==> config.mk <==
export PLATFORM = sky130hd
export DESIGN_NAME = bpa_ram
export DESIGN_NICKNAME = d
export VERILOG_FILES = /design/src/bpa_ram.sv
export SDC_FILE = /design/constraint.sdc
export NUM_CORES = 2
export LEC_CHECK = 0
export BUFFER_PORTS_ARGS = -buffer_cell sky130_fd_sc_hd__buf_2
export CAP_MARGIN = 20
export CORE_ASPECT_RATIO = 1.1
export CORE_UTILIZATION = 45
export DETAILED_ROUTE_END_ITERATION = 7
export MAX_ROUTING_LAYER = met4
export PLACE_DENSITY = 0.62
export SLEW_MARGIN = 5
export SYNTH_ARGS = -nofsm -noshare
export SYNTH_HDL_FRONTEND = slang
export SYNTH_SLANG_ARGS = --single-unit
==> constraint.sdc <==
create_clock -name clk -period 15.05 [get_ports clk]
set_input_delay 3.01 -clock clk [delete_from_list [all_inputs] [get_ports clk]]
set_output_delay 3.01 -clock clk [all_outputs]
set_load 0.02 [all_outputs]
==> src/bpa_ram.sv <==
// generic single write port ram with registered read
`default_nettype none

module bpa_ram #(
  parameter int WIDTH = 64,
  parameter int DEPTH = 64,
  localparam int ADDR_W = (DEPTH > 1) ? $clog2(DEPTH) : 1
) (
  input  wire logic              clk,
  input  wire logic              wr_en,
  input  wire logic [ADDR_W-1:0] wr_addr,
  input  wire logic [WIDTH-1:0]  wr_data,
  input  wire logic              rd_en,
  input  wire logic [ADDR_W-1:0] rd_addr,
  output logic      [WIDTH-1:0]  rd_data
);

  logic [WIDTH-1:0] mem [DEPTH];

  always_ff @(posedge clk) begin
    if (wr_en) begin
      mem[wr_addr] <= wr_data;
    end
    if (rd_en) begin
      rd_data <= mem[rd_addr];
    end
  end

endmodule

`default_nettype wire

==> impl_metrics.yaml <==
outcome:
  status: "complete, no violations"
clock_tree:
  post_cts_resize_count: 0
  tritoncts: "done"
  cts_post_setup_buffers_inserted: 0
  cts_inserted_buffers: 398
  worst_skew_pair.late_latency_ps: 930
  path_clk_slew_ps: 60
  clockBufferDepth: 4
  cts.htree.levels: 5
  clk_root_buffer_cell: "sky130_fd_sc_hd__clkbuf_16"
  tritoncts_num_sinks: 4160
  cts_hold_buf: 0
yosys:
  post-synth-top-count-cell: "sky130_fd_sc_hd__edfxtp_1"
  syn_inst: 6598
  post_synth_most_frequent_cells: "sky130_fd_sc_hd__edfxtp_1, sky130_fd_sc_hd__mux4_2, sky130_fd_sc_hd__buf_2"
  netlist.area_leader.share_pct: 79.6
  synth-seq-area-share_pct: 79.6
  synth-main-ff-cell: "sky130_fd_sc_hd__edfxtp_1"
  syn_nets: 6677
  syn-mean-instance-area_sq_um: 23.8
  synth_area_leader_cell: "sky130_fd_sc_hd__edfxtp_1"
  synth_area_sq_um: 157000
  synthArstFlopShare_pct: 0
  synth_edf_count: 4160
  ys_ff_latch: 4160
  synth.distinct_cells: 32
  yosysWarnings: 0
  synth.area.top_cells: "sky130_fd_sc_hd__edfxtp_1, sky130_fd_sc_hd__mux4_2, sky130_fd_sc_hd__mux2i_1"
routing:
  remaining_drc_errors: 0
  wl_per_cell_um: 36.5
  via_count: 75600
  via_per_inst: 6.35
  detail_route.iter0.violations: 10700
  antenna_violating_nets_post_route: 0
  drt_wl_total_um: 435000
  drtPass1Iterations: 6
timing:
  hold_slack_ps: 899
  timing.setup.tns_ps: 0
  max_freq_mhz: 155
  setup_viol: 0
  fin_ws_ps: 8580
  drv_slew: 0
  worst-slew-pin-transition_ps: 1240
  rsz0062_at_grt: "no"
  min_period_over_period_pct: 43.0
  slew_headroom_pct: 17.4
  final_period_minus_worst_setup_slack_ps: 6470
  fin_worst_skew_ps: 62.9
  hold_viol: 0
placed_design:
  half_perimeter_wire_length_of_the_detailed_placement_result_um: 227000
  buffer_ports.inserted: 142
  finalWeightedCongestion: 0.785
  post-place-ws_ps: 7500
finish:
  final_nets: 7066
  total_of_fill_cells_in_the_finished_design: 26700
  drive_gt1_share_pct: 27.9
  flow.area_growth_from_synthesis_pct: 12.7
worst_setup_path:
  reg2regPathDepth: 5
  cp.required_ps: 15650
  reg2reg_slack_ps: 12750
  timing.critical_path.arrival_ps: 7070
  crit_path_max_fanout: 100
  timing.setup.critical_path_class: "input pin to register"
  critPathCaptureType: "register"
  kind_of_start_point_of_the_critical_path: "input pin"
  critical_register_to_register_path_startpoint: "mem[11][48]$_DFFE_PP_"
  r2r-end: "rd_data[48]$_DFFE_PP_"
global_routing:
  grt_resource_usage_total_pct: 25.6
  grt_antenna_before_repair: 41
  grt_pass1_wl_um: 605000
  number_of_global_route_vias_before_repair: 76000
  final_global_route_overflow_total: 0
  grt_start_max_net_pins: 141
min_path:
  worst_hold_path.endpoint: "rd_data[46]$_DFFE_PP_"
  holdCritPathClass: "register to register"
  worstHoldPathCells: 4
  worst_hold_startpoint: "mem[40][46]$_DFFE_PP_"
floorplanning:
  floorplan.core_area_sq_um: 347000
  die_area_sq_um: 351000
  initial_utilization_pct: 45.2
  die_width_um: 565
  core.rowCount: 227
  io_pins: 143
  die_h_um: 621
power:
  p_leak_nw: 54.6
  power_per_cell_area_nw_per_um2: 135
  vdd_ir_drop_max_uv: 106
run:
  cap_violations: 0
==> report_power, final <==
group,total (mW),switching [mW],internal (mW)
clock,9.85,4.27,5.58
sequential,12.9,0.0418,12.9
combinational,1.08,0.691,0.392
total,23.8,5.00,18.8
==> critical path: stages <==
cell and delay (ps):
sky130_fd_sc_hd__buf_12 520, sky130_fd_sc_hd__buf_4 620, sky130_fd_sc_hd__buf_12 560, sky130_fd_sc_hd__buf_4 790, sky130_fd_sc_hd__mux4_2 600, sky130_fd_sc_hd__mux2i_1 170
sky130_fd_sc_hd__o22ai_1 120, sky130_fd_sc_hd__a41oi_1 260, sky130_fd_sc_hd__a211oi_1 80
==> layout by cell type (no fill, tap or decap), drive strengths merged <==
master and instances:
edfxtp 4160, a31o 1, nand2b 11, nand2 58
or2 28, bufinv 40, a211oi 63, nor2b 28
mux2i 135, buf 359, a41oi 26, or3b 1
and3 64, nand3b 2, nor2 112, a22oi 168
inv 26, nand4b 1, mux4 1024, diode 32
clkbuf 482, o221ai 38, nor3 2, a31oi 18
nand4 2, or3 29, a2bb2oi 19, a22o 88
o22ai 83, clkinv 176, nand3 45, and2 3
clkinvlp 15
==> cell type report <==
class	instances	area [sq um]	share of cell area (%)
Clock inverter	238	2280	1.29
Inverter	19	71.3	0.0403
Tap cell	4580	5730	3.24
Multi-Input combinational cell	2049	30800	17.4
Sequential cell	4160	125000	70.6
Clock buffer	482	10400	5.86
Antenna cell	32	80.1	0.0453
Timing Repair Buffer	359	2670	1.51
==> registers in the layout (all words and copies together) (netlist names) <==
signal and cells:
mem 4096, rd_data 64
==> how the worst max path moves through the flow <==
stage	slack (ps)	start	end
finish	8580	rd_addr[0]	rd_data[5]$_DFFE_PP_
floorplan	6600	wr_addr[3]	mem[48][0]$_DFFE_PP_
CTS	8480	rd_addr[0]	rd_data[5]$_DFFE_PP_
detailed placement	7500	rd_addr[0]	rd_data[5]$_DFFE_PP_
global route	8220	rd_addr[0]	rd_data[5]$_DFFE_PP_
global placement	7570	rd_addr[0]	rd_data[5]$_DFFE_PP_
==> per-layer routing <==
layer | routed length, um | GRT usage, % | vias to the layer above
met3 | 38600 | 3.87 | 641
met4 | 13200 | 7.33 | 0
met5 | 0 | - | -
li1 | - | - | 29400
met1 | 167000 | 34.5 | 41700
met2 | 216000 | 40.8 | 3919
==> cell families (layout without fill, tap and decap cells) <==
kind of cell / Yosys count / after routing / share of synthesized area (%)
other cells: 0 / 32 / 0
buf+inv: 389 / 1098 / 1.18
simple gates: 386 / 386 / 1.23
compound gates: 504 / 504 / 2.47
mux: 1159 / 1159 / 15.6
flops: 4160 / 4160 / 79.6
==> metrics by stage <==
stage          area [sq um]  util [%]  std cells  power, mW
3_5_place_dp         164000      47.2      11200       14.2
5_1_grt              177000      50.9      11900       24.4
2_1_floorplan        157000         -       6598       13.7
4_1_cts              177000      50.8      11900       23.9
6_report             177000      50.9      11900       23.8
3_3_place_gp         164000      47.2      11200       14.2
No activity file was read; power rests on OpenSTA's default activity.
