File: config.mk
export PLATFORM = sky130hd
export DESIGN_NAME = bpa_ctrl
export DESIGN_NICKNAME = d
export VERILOG_FILES = /design/src/bpa_pkg.sv /design/src/bpa_ctrl.sv
export SDC_FILE = /design/constraint.sdc
export NUM_CORES = 1
export LEC_CHECK = 0
export ABC_CLOCK_PERIOD_IN_PS = 1900
export BUFFER_PORTS_ARGS = -buffer_cell sky130_fd_sc_hd__buf_2
export CAP_MARGIN = 20
export CORE_ASPECT_RATIO = 1.2
export CORE_MARGIN = 2
export CORE_UTILIZATION = 42
export DETAILED_ROUTE_END_ITERATION = 10
export PLACE_DENSITY_LB_ADDON = 0.08
export SKIP_CTS_REPAIR_TIMING = 1
export SLEW_MARGIN = 20
export SYNTH_ARGS = -nofsm -noshare
export SYNTH_HDL_FRONTEND = slang
export SYNTH_SLANG_ARGS = --single-unit
File: constraint.sdc
create_clock -name clk -period 1.9 [get_ports clk]
set_input_delay 0.19 -clock clk [delete_from_list [all_inputs] [get_ports clk]]
set_output_delay 0.19 -clock clk [all_outputs]
set_load 0.1 [all_outputs]
File: src/bpa_pkg.sv
// shared types and codes for the bitmap page allocator
`default_nettype none

package bpa_pkg;

  localparam int PAGE_W  = 12;
  localparam int COUNT_W = 13;
  localparam int CFG_W   = 13;

  // item modes
  localparam logic [1:0] MODE_ALLOC = 2'd0;
  localparam logic [1:0] MODE_FREE  = 2'd1;
  localparam logic [1:0] MODE_INIT  = 2'd2;

  // result status codes
  localparam logic [1:0] ST_OK    = 2'd0;
  localparam logic [1:0] ST_OOM   = 2'd1;
  localparam logic [1:0] ST_RANGE = 2'd2;
  localparam logic [1:0] ST_FREE  = 2'd3;

  // configuration register indexes
  localparam logic CFG_TOTAL    = 1'b0;
  localparam logic CFG_RESERVED = 1'b1;

  typedef struct packed {
    logic [1:0]        mode;
    logic [PAGE_W-1:0] page_index;
  } in_t;

  typedef struct packed {
    logic [PAGE_W-1:0]  result_page;
    logic [1:0]         status;
    logic [COUNT_W-1:0] allocated_count;
  } out_t;

  // source of the result page
  typedef enum logic [1:0] {
    PG_ZERO  = 2'd0,
    PG_FOUND = 2'd1,
    PG_IDX   = 2'd2
  } page_sel_t;

  // controller to datapath
  typedef struct packed {
    logic       load_in;
    logic       row_clr;
    logic       row_inc;
    logic       rd_en;
    logic       rd_idx;
    logic       wr_sweep;
    logic       sweep_zero;
    logic       wr_alloc;
    logic       wr_free;
    logic       cnt_init;
    logic       cnt_inc;
    logic       cnt_dec;
    logic       res_load;
    page_sel_t  res_page;
    logic [1:0] res_status;
    logic       out_load;
  } dp_cmd_t;

  // datapath to controller
  typedef struct packed {
    logic [1:0] mode;
    logic       row_beyond;
    logic       row_last;
    logic       row_end;
    logic       found;
    logic       idx_range;
    logic       idx_busy;
    logic       out_free;
  } dp_sts_t;

endpackage

`default_nettype wire

File: src/bpa_ctrl.sv
// controller state machine of the bitmap page allocator
`default_nettype none

module bpa_ctrl (
  input  wire logic              clk,
  input  wire logic              rst_n,
  input  wire logic              in_valid,
  output logic                   in_stall,
  input  wire bpa_pkg::dp_sts_t  sts,
  output bpa_pkg::dp_cmd_t       cmd
);

  import bpa_pkg::*;

  typedef enum logic [8:0] {
    S_CLEAR  = 9'b000000001,
    S_IDLE   = 9'b000000010,
    S_DECODE = 9'b000000100,
    S_A_RD   = 9'b000001000,
    S_A_CHK  = 9'b000010000,
    S_F_RD   = 9'b000100000,
    S_F_CHK  = 9'b001000000,
    S_INIT   = 9'b010000000,
    S_RESP   = 9'b100000000
  } state_t;

  state_t state_r;
  state_t state_nxt;

  always_comb begin
    cmd        = '0;
    state_nxt  = state_r;
    case (state_r)
      S_CLEAR: begin
        cmd.wr_sweep   = 1'b1;
        cmd.sweep_zero = 1'b1;
        cmd.row_inc    = 1'b1;
        if (sts.row_end) begin
          state_nxt = S_IDLE;
        end
      end
      S_IDLE: begin
        if (in_valid) begin
          cmd.load_in = 1'b1;
          cmd.row_clr = 1'b1;
          state_nxt   = S_DECODE;
        end
      end
      S_DECODE: begin
        case (sts.mode)
          MODE_ALLOC: begin
            if (sts.row_beyond) begin
              cmd.res_load   = 1'b1;
              cmd.res_page   = PG_ZERO;
              cmd.res_status = ST_OOM;
              state_nxt      = S_RESP;
            end else begin
              state_nxt = S_A_RD;
            end
          end
          MODE_FREE: begin
            if (sts.idx_range) begin
              cmd.res_load   = 1'b1;
              cmd.res_page   = PG_IDX;
              cmd.res_status = ST_RANGE;
              state_nxt      = S_RESP;
            end else begin
              state_nxt = S_F_RD;
            end
          end
          MODE_INIT: begin
            state_nxt = S_INIT;
          end
          default: begin
            cmd.res_load   = 1'b1;
            cmd.res_page   = PG_ZERO;
            cmd.res_status = ST_OK;
            state_nxt      = S_RESP;
          end
        endcase
      end
      S_A_RD: begin
        cmd.rd_en = 1'b1;
        state_nxt = S_A_CHK;
      end
      S_A_CHK: begin
        if (sts.found) begin
          cmd.wr_alloc   = 1'b1;
          cmd.cnt_inc    = 1'b1;
          cmd.res_load   = 1'b1;
          cmd.res_page   = PG_FOUND;
          cmd.res_status = ST_OK;
          state_nxt      = S_RESP;
        end else if (sts.row_last) begin
          cmd.res_load   = 1'b1;
          cmd.res_page   = PG_ZERO;
          cmd.res_status = ST_OOM;
          state_nxt      = S_RESP;
        end else begin
          cmd.row_inc = 1'b1;
          state_nxt   = S_A_RD;
        end
      end
      S_F_RD: begin
        cmd.rd_en  = 1'b1;
        cmd.rd_idx = 1'b1;
        state_nxt  = S_F_CHK;
      end
      S_F_CHK: begin
        cmd.res_load = 1'b1;
        cmd.res_page = PG_IDX;
        if (sts.idx_busy) begin
          cmd.wr_free    = 1'b1;
          cmd.cnt_dec    = 1'b1;
          cmd.res_status = ST_OK;
        end else begin
          cmd.res_status = ST_FREE;
        end
        state_nxt = S_RESP;
      end
      S_INIT: begin
        cmd.wr_sweep = 1'b1;
        cmd.row_inc  = 1'b1;
        if (sts.row_end) begin
          cmd.cnt_init   = 1'b1;
          cmd.res_load   = 1'b1;
          cmd.res_page   = PG_ZERO;
          cmd.res_status = ST_OK;
          state_nxt      = S_RESP;
        end
      end
      S_RESP: begin
        if (sts.out_free) begin
          cmd.out_load = 1'b1;
          state_nxt    = S_IDLE;
        end
      end
      default: begin
        state_nxt = S_IDLE;
      end
    endcase
  end

  always_ff @(posedge clk) begin
    if (!rst_n) begin
      state_r <= S_CLEAR;
    end else begin
      state_r <= state_nxt;
    end
  end

  assign in_stall = (state_r != S_IDLE);

endmodule

`default_nettype wire

==> flow_metrics.tcl <==
set metrics [dict create \
    worst_path_arrival_time_ps 2340 \
    synth_cells 105 \
    top_regs "state_r: 9 flops" \
    timing.hold.worst.start "sts[2]" \
    global_route_wire_length_before_repair_um 4146 \
    final_net_count 163 \
    initial_antenna_violation_count 0 \
    regArea_um2 181.4 \
    timing.critical_path.slowest_stage_cell "sky130_fd_sc_hd__or4b_4" \
    layout_common_cells "18 x sky130_fd_sc_hd__buf_12, 17 x sky130_fd_sc_hd__buf_4, 11 x sky130_fd_sc_hd__nor2_1, 11 x sky130_fd_sc_hd__buf_2" \
    dp_hpwl_um 1985 \
    utilization 0.9123 \
    largest_register_ff_count 9 \
    width_of_the_die_um 42.31 \
    worst_slack_ps -633.3 \
    worstSkewPairLatency_ps 260 \
    setup_violations 23 \
    synth_seq_area_share 0.2437 \
    cts_buffers 3 \
    max-clock-path-buffers 2 \
    max_flop_register "state_r" \
    place.port_buffers 30 \
    slew_headroom 0.7449 \
    synth-edff-count 0 \
    finalHoldViolations 0 \
    root_buffer "sky130_fd_sc_hd__clkbuf_4" \
    violations_in_the_final_reports "setup timing" \
    timing.final.max_slew_violations 0 \
    worst_clock_skew_ps 1.314 \
    grt_max_degree 12 \
    vias 1013 \
    critical_path.reg2reg.startpoint "state_r[3]" \
    crit_start "state_r[3]" \
    fin_crit_ps 2533 \
    power.leakage_uw 0.0005831 \
    worst_setup_hold_path_clk_slew_ps 60 \
    floorplan.core_area_um2 1642 \
    synth_cell_types 34 \
    htreeDepth 1 \
    cp_max_fo 4 \
    grt_overflow 0 \
    critPathCaptureType "output port" \
    power_density_over_the_cells_nw_per_um2 522.6 \
    post_route_cells_drive_above_1_share 0.5600 \
    via_per_inst 6.030 \
    floorplan.io_pins 31 \
    critical_path.startpoint_type "register" \
    route.antenna.remaining_nets 0 \
    worst_path_largest_cell_delay_ps 580 \
    aggregate_global_route_resource_usage 0.2556 \
    detailedRoute.firstIterationViolations 38 \
    ys_warnings 0 \
    syn2layout_area_growth_pct 102.5 \
    most_frequent_standard_cell_in_the_layout_excluding_fill_and_tap_cells "sky130_fd_sc_hd__buf_12" \
    totalPowerFinal_uw 782.7 \
    hold_path_class "input port to register" \
    multiInputGateArea_um2 694.4 \
    worstMarginPinSlew_ps 379.2 \
    status "finished, violations left" \
    max_freq_mhz 394.7 \
    wp_data_required_ps 1710 \
    syn_area_per_cell_um2 7.042 \
    synth-main-ff-cell "sky130_fd_sc_hd__dfxtp_1" \
    tritoncts "yes" \
    n_fill_cell 65 \
    synth.cell_area_um2 739.5 \
    worstPathCellList "or4b_1 > or4b_4 > nor3_1 > a221o_4 > buf_12" \
    synth_async_sr_flop_share 0 \
    wirelength_um 2931 \
    die-area_um2 2114 \
    finish.instance_area_um2 1498 \
    antenna_cells_inserted 0 \
    start_util 0.4505 \
    dp.cells 163 \
    ys_seq_elements 9 \
    post_layout_nonfiller_instances 168 \
    rows 16 \
    route.detailed.wl_per_inst_um 17.45 \
    clock_sinks 9 \
    vdd_drop_max_mv 0.6037 \
    mappedNetlistNets 117 \
    place_congestion 0.8547 \
    first_pass_iters 4 \
    cap_viol_max_count 0 \
    remaining_drc_errors 0 \
    layout_worst_path_cycle_share 1.333 \
    placement.cell_area_um2 1395 \
    first_global_vias 960 \
    start_to_end_type_of_the_worst_setup_path "register to output port" \
    rsz0062_at_grt "true" \
    fp.dieH_um 49.97 \
]
-- where the power goes --
group,internal [µW],switching (µW)
combinational,161,263
sequential,197,10.5
clock,81.1,69.5
total,439,343
-- routing by layer --
layer | track usage | wire length (µm) | up-vias
li1 | - | - | 463
met1 | 0.2746 | 1141 | 487
met2 | 0.4718 | 1540 | 47
met3 | 0.03663 | 135 | 16
met4 | 0.1302 | 113 | 0
met5 | 0 | 0 | -
-- cells in the mapped netlist (2+ instances only) --
| library cell | count | share of area |
|---|---|---|
| sky130_fd_sc_hd__or2b_1 | 2 | 0.020 |
| sky130_fd_sc_hd__buf_4 | 3 | 0.030 |
| sky130_fd_sc_hd__dfxtp_1 | 9 | 0.24 |
| sky130_fd_sc_hd__inv_1 | 5 | 0.025 |
| sky130_fd_sc_hd__o21a_1 | 3 | 0.030 |
| sky130_fd_sc_hd__and2_1 | 2 | 0.017 |
| sky130_fd_sc_hd__nor4_1 | 4 | 0.034 |
| sky130_fd_sc_hd__nand2_1 | 10 | 0.051 |
| sky130_fd_sc_hd__or3_4 | 2 | 0.030 |
| sky130_fd_sc_hd__a21o_1 | 2 | 0.020 |
| sky130_fd_sc_hd__o21ai_0 | 6 | 0.041 |
| sky130_fd_sc_hd__nor2_1 | 16 | 0.081 |
| sky130_fd_sc_hd__nor3b_1 | 4 | 0.041 |
| sky130_fd_sc_hd__nor3_1 | 5 | 0.034 |
| sky130_fd_sc_hd__o22ai_1 | 2 | 0.017 |
| sky130_fd_sc_hd__a21oi_1 | 4 | 0.027 |
| sky130_fd_sc_hd__nand2b_1 | 2 | 0.017 |
| sky130_fd_sc_hd__nand3_1 | 3 | 0.020 |
| sky130_fd_sc_hd__clkbuf_1 | 3 | 0.015 |
| sky130_fd_sc_hd__nor2b_1 | 4 | 0.034 |
-- through the flow --
| step | hold WS [ps] | TNS (ps) | worst slack [ps] |
|---|---|---|---|
| final | 147.6 | -6749 | -633.3 |
| after floorplan | 259.7 | -6753 | -715.9 |
| after CTS | 118.6 | -7425 | -646.6 |
| after global placement | 396.4 | -1666 | -306.7 |
| after global routing | 136.1 | -8037 | -659.3 |
| after detailed placement | 396.9 | -2055 | -355.4 |
-- cell families (layout without fill, tap and decap cells) --
kind of cell / Yosys count / count (layout) / synth area share
and+or+nand+nor: 61 / 61 / 0.4670
DFF: 9 / 9 / 0.2437
AOI/OAI and AO/OA: 22 / 22 / 0.1946
xor gates and xnor gates: 2 / 2 / 0.02369
buffers and inverters: 11 / 56 / 0.07107
-- worst paths after layout --
kind,endpoint,slack (ps),cells past startpoint
min reg2reg,state_r[6],580,3
max reg2reg,state_r[3],-270,6
max,cmd[1],-630,5
min,state_r[5],150,2
-- critical path, delay by kind of cell (launching register included) --
kind | cells | cell delay (ps)
AND/OR/NAND/NOR | 3 | 1350
AO/OA/AOI/OAI | 1 | 210
flip-flops | 1 | 340
buffers and inverters | 1 | 170
-- layout make-up --
| type | count | share of cell area |
|---|---|---|
| multi-input combinational | 85 | 0.4637 |
| timing repair buffer | 47 | 0.3701 |
| sequential | 9 | 0.1211 |
| clock buffer | 4 | 0.01754 |
| tap | 18 | 0.01504 |
| inverter | 5 | 0.01253 |
Note: power is estimated with default switching activity, not from simulation.
